### src/rtl/fbpa_pkg.sv
`timescale 1ns / 1ps

package fbpa_pkg;

  // Fixed field widths of the request and response transfers
  localparam int OFFSET_W    = 16;
  localparam int STATUS_W    = 2;
  localparam int ALLOC_OFF_W = 12;
  localparam int IN_USE_W    = 7;

  // Used map is stored as words of WORD_BITS block bits
  localparam int WORD_BITS = 8;
  localparam int BIT_W     = 3;

  typedef enum logic [STATUS_W-1:0] {
    ST_OK       = 2'd0,
    ST_FULL     = 2'd1,
    ST_RANGE    = 2'd2,
    ST_NOT_USED = 2'd3
  } status_t;

  typedef enum logic {
    REQ_ALLOC = 1'b0,
    REQ_FREE  = 1'b1
  } req_kind_t;

  typedef enum logic [2:0] {
    S_IDLE,
    S_DIV,
    S_FREE_CHK,
    S_ALLOC_CHK,
    S_DONE
  } state_t;

endpackage

### src/rtl/fbpa_if.sv
`timescale 1ns / 1ps

interface fbpa_req_if import fbpa_pkg::*; ();
  logic                valid;
  logic                ready;
  logic                req_type;
  logic [OFFSET_W-1:0] byte_offset;

  modport source (output valid, output req_type, output byte_offset, input ready);
  modport sink   (input valid, input req_type, input byte_offset, output ready);
endinterface

interface fbpa_rsp_if import fbpa_pkg::*; ();
  logic                   valid;
  logic                   ready;
  logic [STATUS_W-1:0]    status;
  logic [ALLOC_OFF_W-1:0] alloc_offset;
  logic [IN_USE_W-1:0]    blocks_in_use;

  modport source (output valid, output status, output alloc_offset, output blocks_in_use,
                  input ready);
  modport sink   (input valid, input status, input alloc_offset, input blocks_in_use,
                  output ready);
endinterface

### src/rtl/fbpa_ram.sv
`timescale 1ns / 1ps

module fbpa_ram #(
  parameter int WIDTH = 8,
  parameter int DEPTH = 8,
  localparam int ADDR_W = (DEPTH > 1) ? $clog2(DEPTH) : 1
) (
  input  logic              clk,
  input  logic              we,
  input  logic [ADDR_W-1:0] waddr,
  input  logic [WIDTH-1:0]  wdata,
  input  logic [ADDR_W-1:0] raddr,
  output logic [WIDTH-1:0]  rdata
);

  logic [WIDTH-1:0] mem [DEPTH];

  always_ff @(posedge clk) begin
    if (we) begin
      mem[waddr] <= wdata;
    end
    rdata <= mem[raddr];
  end

endmodule

### src/rtl/fbpa_div.sv
`timescale 1ns / 1ps

// Division by a fixed divisor through a reciprocal multiply, quotient
// registered on start, as done is. RECIP = ceil(2^SHIFT / DIVISOR) with
// SHIFT = OFFSET_W + clog2(DIVISOR) is exact for every OFFSET_W-bit dividend.
module fbpa_div import fbpa_pkg::*; #(
  parameter int DIVISOR = 64
) (
  input  logic                clk,
  input  logic                rst,
  input  logic                start,
  input  logic [OFFSET_W-1:0] dividend,
  output logic                done,
  output logic [OFFSET_W-1:0] quotient
);

  localparam int              SHIFT   = OFFSET_W + $clog2(DIVISOR);
  localparam int              RECIP_W = OFFSET_W + 1;
  localparam int              PROD_W  = OFFSET_W + RECIP_W;
  localparam longint unsigned RECIP   =
    ((64'd1 << SHIFT) + 64'(DIVISOR) - 64'd1) / 64'(DIVISOR);
  localparam logic [RECIP_W-1:0] RECIP_C = RECIP_W'(RECIP);

  logic [PROD_W-1:0] prod;

  // 16 x 17 bit product
  assign prod = {{RECIP_W{1'b0}}, dividend} * {{OFFSET_W{1'b0}}, RECIP_C};

  always_ff @(posedge clk) begin
    if (rst) begin
      done <= 1'b0;
    end else begin
      done <= start;
    end
  end

  always_ff @(posedge clk) begin
    if (start) begin
      quotient <= OFFSET_W'(prod >> SHIFT);
    end
  end

endmodule

### src/rtl/fixed_block_pool_allocator.sv
`timescale 1ns / 1ps

// Fixed-size block pool allocator, first fit over a used/free bitmap.
// One request at a time. An allocate request walks the map one 8-block word
// per cycle from block 0 and claims the lowest free block, stopping at the
// first word with a free block or at the last word for a full pool; each
// word is read through the map RAM read port. A free request first divides
// the byte offset by BLOCK_BYTES with a registered reciprocal multiply, then
// does one read-modify-write of the map word, skipped when the offset is
// past the pool. A finished response sits in an output register, so the
// next request can be taken while the response waits for the sink.
// The map words carry one valid flop each, cleared at reset, so a pool
// is usable on the cycle after reset with no clearing pass.
// Status: ok, pool full, free offset out of range, free of an unused block.
// blocks_in_use is the used count after the request, taken modulo 128.
module fixed_block_pool_allocator import fbpa_pkg::*; #(
  parameter int NUM_BLOCKS  = 64,
  parameter int BLOCK_BYTES = 64
) (
  input logic       clk,
  input logic       rst,
  fbpa_req_if.sink   req,
  fbpa_rsp_if.source rsp
);

  localparam int ROWS      = (NUM_BLOCKS + WORD_BITS - 1) / WORD_BITS;
  localparam int ROW_W     = (ROWS > 1) ? $clog2(ROWS) : 1;
  localparam int CNT_W     = $clog2(NUM_BLOCKS + 1);
  localparam int TAIL_BITS = NUM_BLOCKS - (ROWS - 1) * WORD_BITS;
  // blocks that exist in the last map word
  localparam logic [WORD_BITS-1:0] TAIL_MASK = WORD_BITS'((2 ** TAIL_BITS) - 1);
  localparam logic [ROW_W-1:0]     LAST_ROW  = ROW_W'(ROWS - 1);

  state_t state, state_next;

  logic [ROW_W-1:0]     cur_row;
  logic [BIT_W-1:0]     cur_bit;
  logic [ROW_W-1:0]     rd_row;
  logic [ROW_W-1:0]     raddr;
  logic [ROWS-1:0]      row_valid;
  logic [WORD_BITS-1:0] rdata;
  logic [WORD_BITS-1:0] word;
  logic [WORD_BITS-1:0] avail;
  logic [WORD_BITS-1:0] new_word;
  logic                 we;
  logic [CNT_W-1:0]     used_count;
  status_t              st;
  logic                 is_free;

  logic                div_start;
  logic                div_done;
  logic [OFFSET_W-1:0] quotient;
  logic                in_range;
  logic [ROW_W-1:0]    q_row;
  logic [BIT_W-1:0]    q_bit;

  logic             found;
  logic [BIT_W-1:0] found_bit;
  logic             last_row;
  logic             accept;
  logic             rsp_load;
  logic [31:0]      offset_prod;

  logic                   rsp_valid;
  status_t                rsp_status;
  logic [ALLOC_OFF_W-1:0] rsp_alloc;
  logic [IN_USE_W-1:0]    rsp_in_use;

  assign req.ready         = (state == S_IDLE);
  assign accept            = req.valid && req.ready;
  assign rsp.valid         = rsp_valid;
  assign rsp.status        = rsp_status;
  assign rsp.alloc_offset  = rsp_alloc;
  assign rsp.blocks_in_use = rsp_in_use;

  // ---------------------------------------------------------------------
  // Offset to block index
  // ---------------------------------------------------------------------
  fbpa_div #(.DIVISOR(BLOCK_BYTES)) u_div (
    .clk      (clk),
    .rst      (rst),
    .start    (div_start),
    .dividend (req.byte_offset),
    .done     (div_done),
    .quotient (quotient)
  );

  assign in_range = quotient < OFFSET_W'(NUM_BLOCKS);
  assign q_row    = quotient[ROW_W+BIT_W-1:BIT_W];
  assign q_bit    = quotient[BIT_W-1:0];

  // ---------------------------------------------------------------------
  // Used map: one word per row, read data gated by the row valid flop
  // ---------------------------------------------------------------------
  fbpa_ram #(.WIDTH(WORD_BITS), .DEPTH(ROWS)) u_map (
    .clk   (clk),
    .we    (we),
    .waddr (cur_row),
    .wdata (new_word),
    .raddr (raddr),
    .rdata (rdata)
  );

  assign word     = row_valid[rd_row] ? rdata : '0;
  assign last_row = (cur_row == LAST_ROW);
  // bits past the pool in the last word never count as free
  assign avail    = ~word & (last_row ? TAIL_MASK : '1);

  // lowest free bit of the word
  always_comb begin
    found     = 1'b0;
    found_bit = '0;
    for (int b = WORD_BITS - 1; b >= 0; b--) begin
      if (avail[b]) begin
        found     = 1'b1;
        found_bit = BIT_W'(b);
      end
    end
  end

  // ---------------------------------------------------------------------
  // Control
  // ---------------------------------------------------------------------
  always_comb begin
    state_next = state;
    unique case (state)
      S_IDLE: begin
        if (accept) begin
          state_next = (req.req_type == REQ_FREE) ? S_DIV : S_ALLOC_CHK;
        end
      end
      S_DIV: begin
        if (div_done) begin
          state_next = in_range ? S_FREE_CHK : S_DONE;
        end
      end
      S_FREE_CHK: state_next = S_DONE;
      S_ALLOC_CHK: begin
        if (found || last_row) begin
          state_next = S_DONE;
        end
      end
      S_DONE: begin
        if (rsp_load) begin
          state_next = S_IDLE;
        end
      end
      default: state_next = S_IDLE;
    endcase
  end

  always_comb begin
    div_start = 1'b0;
    raddr     = cur_row;
    we        = 1'b0;
    new_word  = word;
    rsp_load  = 1'b0;
    unique case (state)
      S_IDLE: begin
        div_start = accept && (req.req_type == REQ_FREE);
        raddr     = '0;                 // first word of an allocate scan
      end
      S_DIV: raddr = q_row;
      S_FREE_CHK: begin
        we       = word[cur_bit];
        new_word = word & ~(WORD_BITS'(1) << cur_bit);
      end
      S_ALLOC_CHK: begin
        // prefetch the next word while this one is checked
        raddr    = last_row ? cur_row : cur_row + 1'b1;
        we       = found;
        new_word = word | (WORD_BITS'(1) << found_bit);
      end
      S_DONE: rsp_load = !rsp_valid || rsp.ready;
      default: ;
    endcase
  end

  always_ff @(posedge clk) begin
    if (rst) begin
      state      <= S_IDLE;
      row_valid  <= '0;
      used_count <= '0;
      rsp_valid  <= 1'b0;
    end else begin
      state <= state_next;
      if (we) begin
        row_valid[cur_row] <= 1'b1;
      end
      if (state == S_ALLOC_CHK && found) begin
        used_count <= used_count + 1'b1;
      end else if (state == S_FREE_CHK && we && used_count != '0) begin
        used_count <= used_count - 1'b1;
      end
      if (rsp_load) begin
        rsp_valid <= 1'b1;
      end else if (rsp.ready) begin
        rsp_valid <= 1'b0;
      end
    end
  end

  assign offset_prod = 32'({cur_row, cur_bit}) * 32'(BLOCK_BYTES);

  always_ff @(posedge clk) begin
    rd_row <= raddr;
    unique case (state)
      S_IDLE: begin
        if (accept) begin
          cur_row <= '0;
          is_free <= req.req_type;
        end
      end
      S_DIV: begin
        if (div_done) begin
          cur_row <= q_row;
          cur_bit <= q_bit;
          st      <= in_range ? ST_OK : ST_RANGE;
        end
      end
      S_FREE_CHK: st <= word[cur_bit] ? ST_OK : ST_NOT_USED;
      S_ALLOC_CHK: begin
        if (found) begin
          cur_bit <= found_bit;
          st      <= ST_OK;
        end else if (last_row) begin
          st <= ST_FULL;
        end else begin
          cur_row <= cur_row + 1'b1;
        end
      end
      S_DONE: begin
        if (rsp_load) begin
          rsp_status <= st;
          rsp_alloc  <= (!is_free && st == ST_OK) ? offset_prod[ALLOC_OFF_W-1:0] : '0;
          rsp_in_use <= IN_USE_W'(used_count);
        end
      end
      default: ;
    endcase
  end

endmodule

### src/flat_wrapper.sv
// flat-port wrapper written by rule: the top's interface ports become plain ports
module fixed_block_pool_allocator_flat import fbpa_pkg::*;
#(
  parameter int NUM_BLOCKS  = 64,
  parameter int BLOCK_BYTES = 64
)
  (clk, rst, req_valid, req_req_type, req_byte_offset, req_ready, rsp_valid, rsp_status, rsp_alloc_offset, rsp_blocks_in_use, rsp_ready);
  fbpa_req_if req_i ();
  fbpa_rsp_if rsp_i ();
  input logic clk;
  input logic rst;
  input wire logic [$bits(req_i.valid)-1:0] req_valid;
  input wire logic [$bits(req_i.req_type)-1:0] req_req_type;
  input wire logic [$bits(req_i.byte_offset)-1:0] req_byte_offset;
  output wire logic [$bits(req_i.ready)-1:0] req_ready;
  output wire logic [$bits(rsp_i.valid)-1:0] rsp_valid;
  output wire logic [$bits(rsp_i.status)-1:0] rsp_status;
  output wire logic [$bits(rsp_i.alloc_offset)-1:0] rsp_alloc_offset;
  output wire logic [$bits(rsp_i.blocks_in_use)-1:0] rsp_blocks_in_use;
  input wire logic [$bits(rsp_i.ready)-1:0] rsp_ready;
  assign req_i.valid = req_valid;
  assign req_i.req_type = req_req_type;
  assign req_i.byte_offset = req_byte_offset;
  assign req_ready = req_i.ready;
  assign rsp_valid = rsp_i.valid;
  assign rsp_status = rsp_i.status;
  assign rsp_alloc_offset = rsp_i.alloc_offset;
  assign rsp_blocks_in_use = rsp_i.blocks_in_use;
  assign rsp_i.ready = rsp_ready;
  fixed_block_pool_allocator #(.NUM_BLOCKS(NUM_BLOCKS), .BLOCK_BYTES(BLOCK_BYTES)) u_core (.clk(clk), .rst(rst), .req(req_i), .rsp(rsp_i));
endmodule
### config.mk
export PLATFORM = sky130hd
export DESIGN_NAME = fixed_block_pool_allocator_flat
export DESIGN_NICKNAME = d
export VERILOG_FILES = /design/src/rtl/fbpa_pkg.sv /design/src/rtl/fbpa_if.sv /design/src/rtl/fbpa_ram.sv /design/src/rtl/fbpa_div.sv /design/src/rtl/fixed_block_pool_allocator.sv /design/src/flat_wrapper.sv
export SDC_FILE = /design/constraint.sdc
export NUM_CORES = 1
export LEC_CHECK = 0
export ABC_AREA = 1
export BUFFER_PORTS_ARGS = -buffer_cell sky130_fd_sc_hd__buf_2
export CAP_MARGIN = 15
export CORE_MARGIN = 4
export CORE_UTILIZATION = 45
export DETAILED_ROUTE_END_ITERATION = 8
export SETUP_SLACK_MARGIN = 0.5
export SLEW_MARGIN = 15
export SYNTH_ARGS = -nofsm -noshare
export SYNTH_HDL_FRONTEND = slang
export SYNTH_SLANG_ARGS = --single-unit
export TNS_END_PERCENT = 30
### constraint.sdc
create_clock -name clk -period 7.05 [get_ports clk]
set_input_delay 1.41 -clock clk [delete_from_list [all_inputs] [get_ports clk]]
set_output_delay 1.41 -clock clk [all_outputs]
set_load 0.01 [all_outputs]
==> metrics.yaml <==
status:
  status: "finished clean"
global_route:
  grt_max_degree: 34
  grt_pass1_vias: 3750
  grt_pass1_wl_microns: 19300
  grt_use_total_pct: 17.4
  antenna_found_initial: 0
  grt.overflow.total: 0
logic_synthesis:
  synth_top_area_share_pct: 51.8
  synth-edff-count: 98
  yosys.cell_count.top_type: "nor2_1"
  ys_ff_latch: 129
  synth_cell_type_count: 39
  syn-cell-area_sq_mm: 0.00568
  synthArstFlopShare_pct: 0
  netlist_top_cells_count: "nor2_1 (102), edfxtp_1 (98), nand2_1 (75)"
  synth_top_area_cell: "edfxtp_1"
  postSynthAreaPerCell_sq_um: 10.1
  synth_ff_type: "edfxtp_1"
  ys_seq_area_share_pct: 62.7
  synthCells: 565
  synth.area.top_cells: "edfxtp_1 (52%), dfxtp_1 (11%), nor2_1 (6.7%)"
  yosys_warnings: 0
timing:
  finalHoldViolCount: 0
  timing.final.ws_setup_ns: 3.80
  slew_viol_final: 0
  slew_headroom_pct: 28.6
  tns_ns: 0
  rsz0062_at_grt: "no"
  skew_ns: 0.0112
  min_period_ns: 3.25
  fmax_mhz: 308
  setup_viol: 0
  max_slew.worst_pin.slew_ns: 1.06
  period_share_pct: 46.0
critical_path:
  r2r_setup_slack_ns: 3.80
  worstSetupStartpointType: "flip-flop"
  cp.required_ns: 7.36
  cp.arrival_ns: 3.56
  reg2regPathDepth: 19
  end_kind: "flip-flop"
  crit_type: "reg2reg"
  r2r-start: "u_core.rd_row[0]$_DFF_P_"
  r2r-end: "u_core.used_count[5]$_SDFFE_PP0P_"
  path_max_fanout: 13
hold_path:
  hold_path_class: "reg2reg"
  min_to: "u_core.rsp.status[1]$_DFFE_PP_"
  hold_path_depth: 0
  holdCritStartpoint: "u_core.st[1]$_DFFE_PP_"
placement:
  dpl_cell_area_sq_mm: 0.00596
  dpl_worst_slack_ns: 3.86
  dpl.cell_count: 753
  gp_congestion: 0.914
  portBuffers: 31
  hpwl_microns: 8030
power:
  ir_drop_v: 0.000206
  swShare_pct: 36.0
  switchingPower_mw: 1.08
  p_int_mw: 1.93
  clockPowerShare_pct: 31.3
  power.density_mw_per_mm2: 456
  combinationalPowerShare_pct: 32.2
  leakage_nw: 2.71
  seq_power_share_pct: 36.5
routing:
  drc_errors: 0
  ant_nets: 0
  drt_pass1_iterations: 5
  routed_wl_microns: 11800
  vias: 3952
  viasPerCell: 5.03
  wire_per_inst_microns: 15.1
  drtIter0Drc: 293
floorplanning:
  coreArea_sq_mm: 0.0122
  ioPinCount: 44
  die_h_microns: 120
  dieArea_sq_mm: 0.0145
  die_w_microns: 120
  std_cell_rows: 40
  start_util_pct: 46.7
final_layout:
  drive_gt1_share_pct: 14.4
  fill_cells: 1047
  antennaDiodeCount: 0
  postLayoutCoreUtil_pct: 54.3
  fin_nets: 632
  area_delta_synth_final_pct: 16.3
  final_cells: 785
  final_area_sq_mm: 0.00661
clock_network:
  post-cts-setup-buffers: 0
  cts.repair.resized: 0
  cts_hold_buffers: 0
  cts_htree_levels: 4
  clkSinkCount: 129
  tritoncts: "built"
  clk_pin_slew_ns: 0.06
  clk_latency_ns: 0.42
  cts-root-buf: "clkbuf_16"
  clk_path_buf_depth: 2
  cts_made_buffers: 17
job:
  maxCapViolations: 0
worst max path at each step:
stage | startpoint | to | slack, ns | depth (start not counted)
final | u_core.rd_row[0]$_DFF_P_ | u_core.used_count[5]$_SDFFE_PP0P_ | 3.80 | 19
after global routing | u_core.rd_row[0]$_DFF_P_ | u_core.used_count[5]$_SDFFE_PP0P_ | 3.51 | 19
after CTS | u_core.rd_row[0]$_DFF_P_ | u_core.used_count[5]$_SDFFE_PP0P_ | 3.85 | 19
after detailed placement | u_core.rd_row[0]$_DFF_P_ | u_core.used_count[5]$_SDFFE_PP0P_ | 3.86 | 19
after global placement | u_core.rd_row[0]$_DFF_P_ | u_core.used_count[5]$_SDFFE_PP0P_ | 3.92 | 19
after floorplan | u_core.rd_row[0]$_DFF_P_ | u_core.used_count[5]$_SDFFE_PP0P_ | 4.44 | 19
state kept, by name, indices dropped and copies added, names as in the netlist:
register                  count
u_core.u_map.mem             64
u_core.u_div.quotient        10
u_core.row_valid              8
u_core.u_map.rdata            8
u_core.rsp.blocks_in_use      7
u_core.used_count             7
u_core.rsp.alloc_offset       6
u_core.cur_bit                3
u_core.cur_row                3
u_core.rd_row                 3
u_core.state                  3
u_core.rsp.status             2
u_core.st                     2
u_core.is_free                1
u_core.rsp.valid              1
u_core.u_div.done             1
placed cells by master, fill, tap and decap left out, types with 4 or more instances in the layout:
| cell type | synthesis | layout |
|---|---|---|
| nand3_1 | 29 | 29 |
| dfxtp_1 | 31 | 31 |
| nor3_1 | 4 | 4 |
| ha_1 | 6 | 6 |
| inv_2 | 5 | 5 |
| a21oi_1 | 18 | 18 |
| inv_1 | 66 | 66 |
| nand2_1 | 75 | 75 |
| o21ai_0 | 34 | 34 |
| o21ai_1 | 18 | 18 |
| bufinv_16 | 0 | 5 |
| clkbuf_16 | 0 | 17 |
| o22ai_1 | 9 | 9 |
| edfxtp_1 | 98 | 98 |
| conb_1 | 1 | 6 |
| nand4_1 | 10 | 10 |
| nor2_1 | 102 | 102 |
| buf_2 | 0 | 31 |
| nand2_2 | 5 | 5 |
stage by stage:
| stage | hold WS, ns | total power [mW] |
|---|---|---|
| floorplan | 0.419 | 1.83 |
| detailed placement | 0.433 | 2.08 |
| global placement | 0.431 | 2.07 |
| CTS | 0.450 | 3.04 |
| finish | 0.448 | 3.01 |
| global route | 0.457 | 3.21 |
metal layers:
| layer | global-route usage [%] | vias up | share of wire (%) |
|---|---|---|---|
| met1 | 22.5 | 1835 | 47 |
| li1 | - | 1983 | - |
| met3 | 5.29 | 14 | 5.0 |
| met5 | 0 | - | 0 |
| met2 | 27.2 | 120 | 47 |
| met4 | 7.37 | 0 | 1.5 |
power groups by stage:
stage | registers, mW | logic [mW] | clock network, mW
after floorplan | 1.10 | 0.736 | 0
after global placement | 1.11 | 0.959 | 0
after detailed placement | 1.11 | 0.972 | 0
after CTS | 1.10 | 0.983 | 0.957
after global routing | 1.11 | 1.11 | 0.997
final | 1.10 | 0.969 | 0.942
critical path, stage by stage (launching register included):
cell and delay [ns]:
dfxtp_1 0.43, inv_2 0.09, nand2_1 0.07, nand3_1 0.07, nand3_2 0.19, nand4_1 0.14
nor2_1 0.37, nand2_1 0.15, nand2_2 0.31, ha_1 0.35, a21oi_1 0.15, and2_1 0.16
inv_1 0.05, a21oi_1 0.11, nor2_1 0.05, nor2_1 0.11, xor2_1 0.16, nand2_1 0.07
nand2_1 0.06, nor2_1 0.04
final cells by class:
class                      count  area [sq um]  share of cell area, %
inverter                      74           288                   4.36
sequential                   129          3560                   53.9
tap                          168           210                   3.18
clock inverter                15           216                   3.28
clock buffer                  17           425                   6.44
timing repair buffer          32           163                   2.46
multi-input combinational    350          1740                   26.3
kinds of logic (layout without fill, tap and decap cells):
logic type | count (synthesis) | after routing | synth area share (%)
XOR/XNOR | 4 | 4 | 0.617
other | 1 | 6 | 0.0660
buffers and inverters | 91 | 138 | 6.98
AO/OA/AOI/OAI | 92 | 92 | 9.03
AND/OR/NAND/NOR | 241 | 241 | 18.9
flip-flops | 129 | 129 | 62.7
adder cells (fa/ha/maj) | 7 | 7 | 1.67
(Power assumes the default switching activity.)
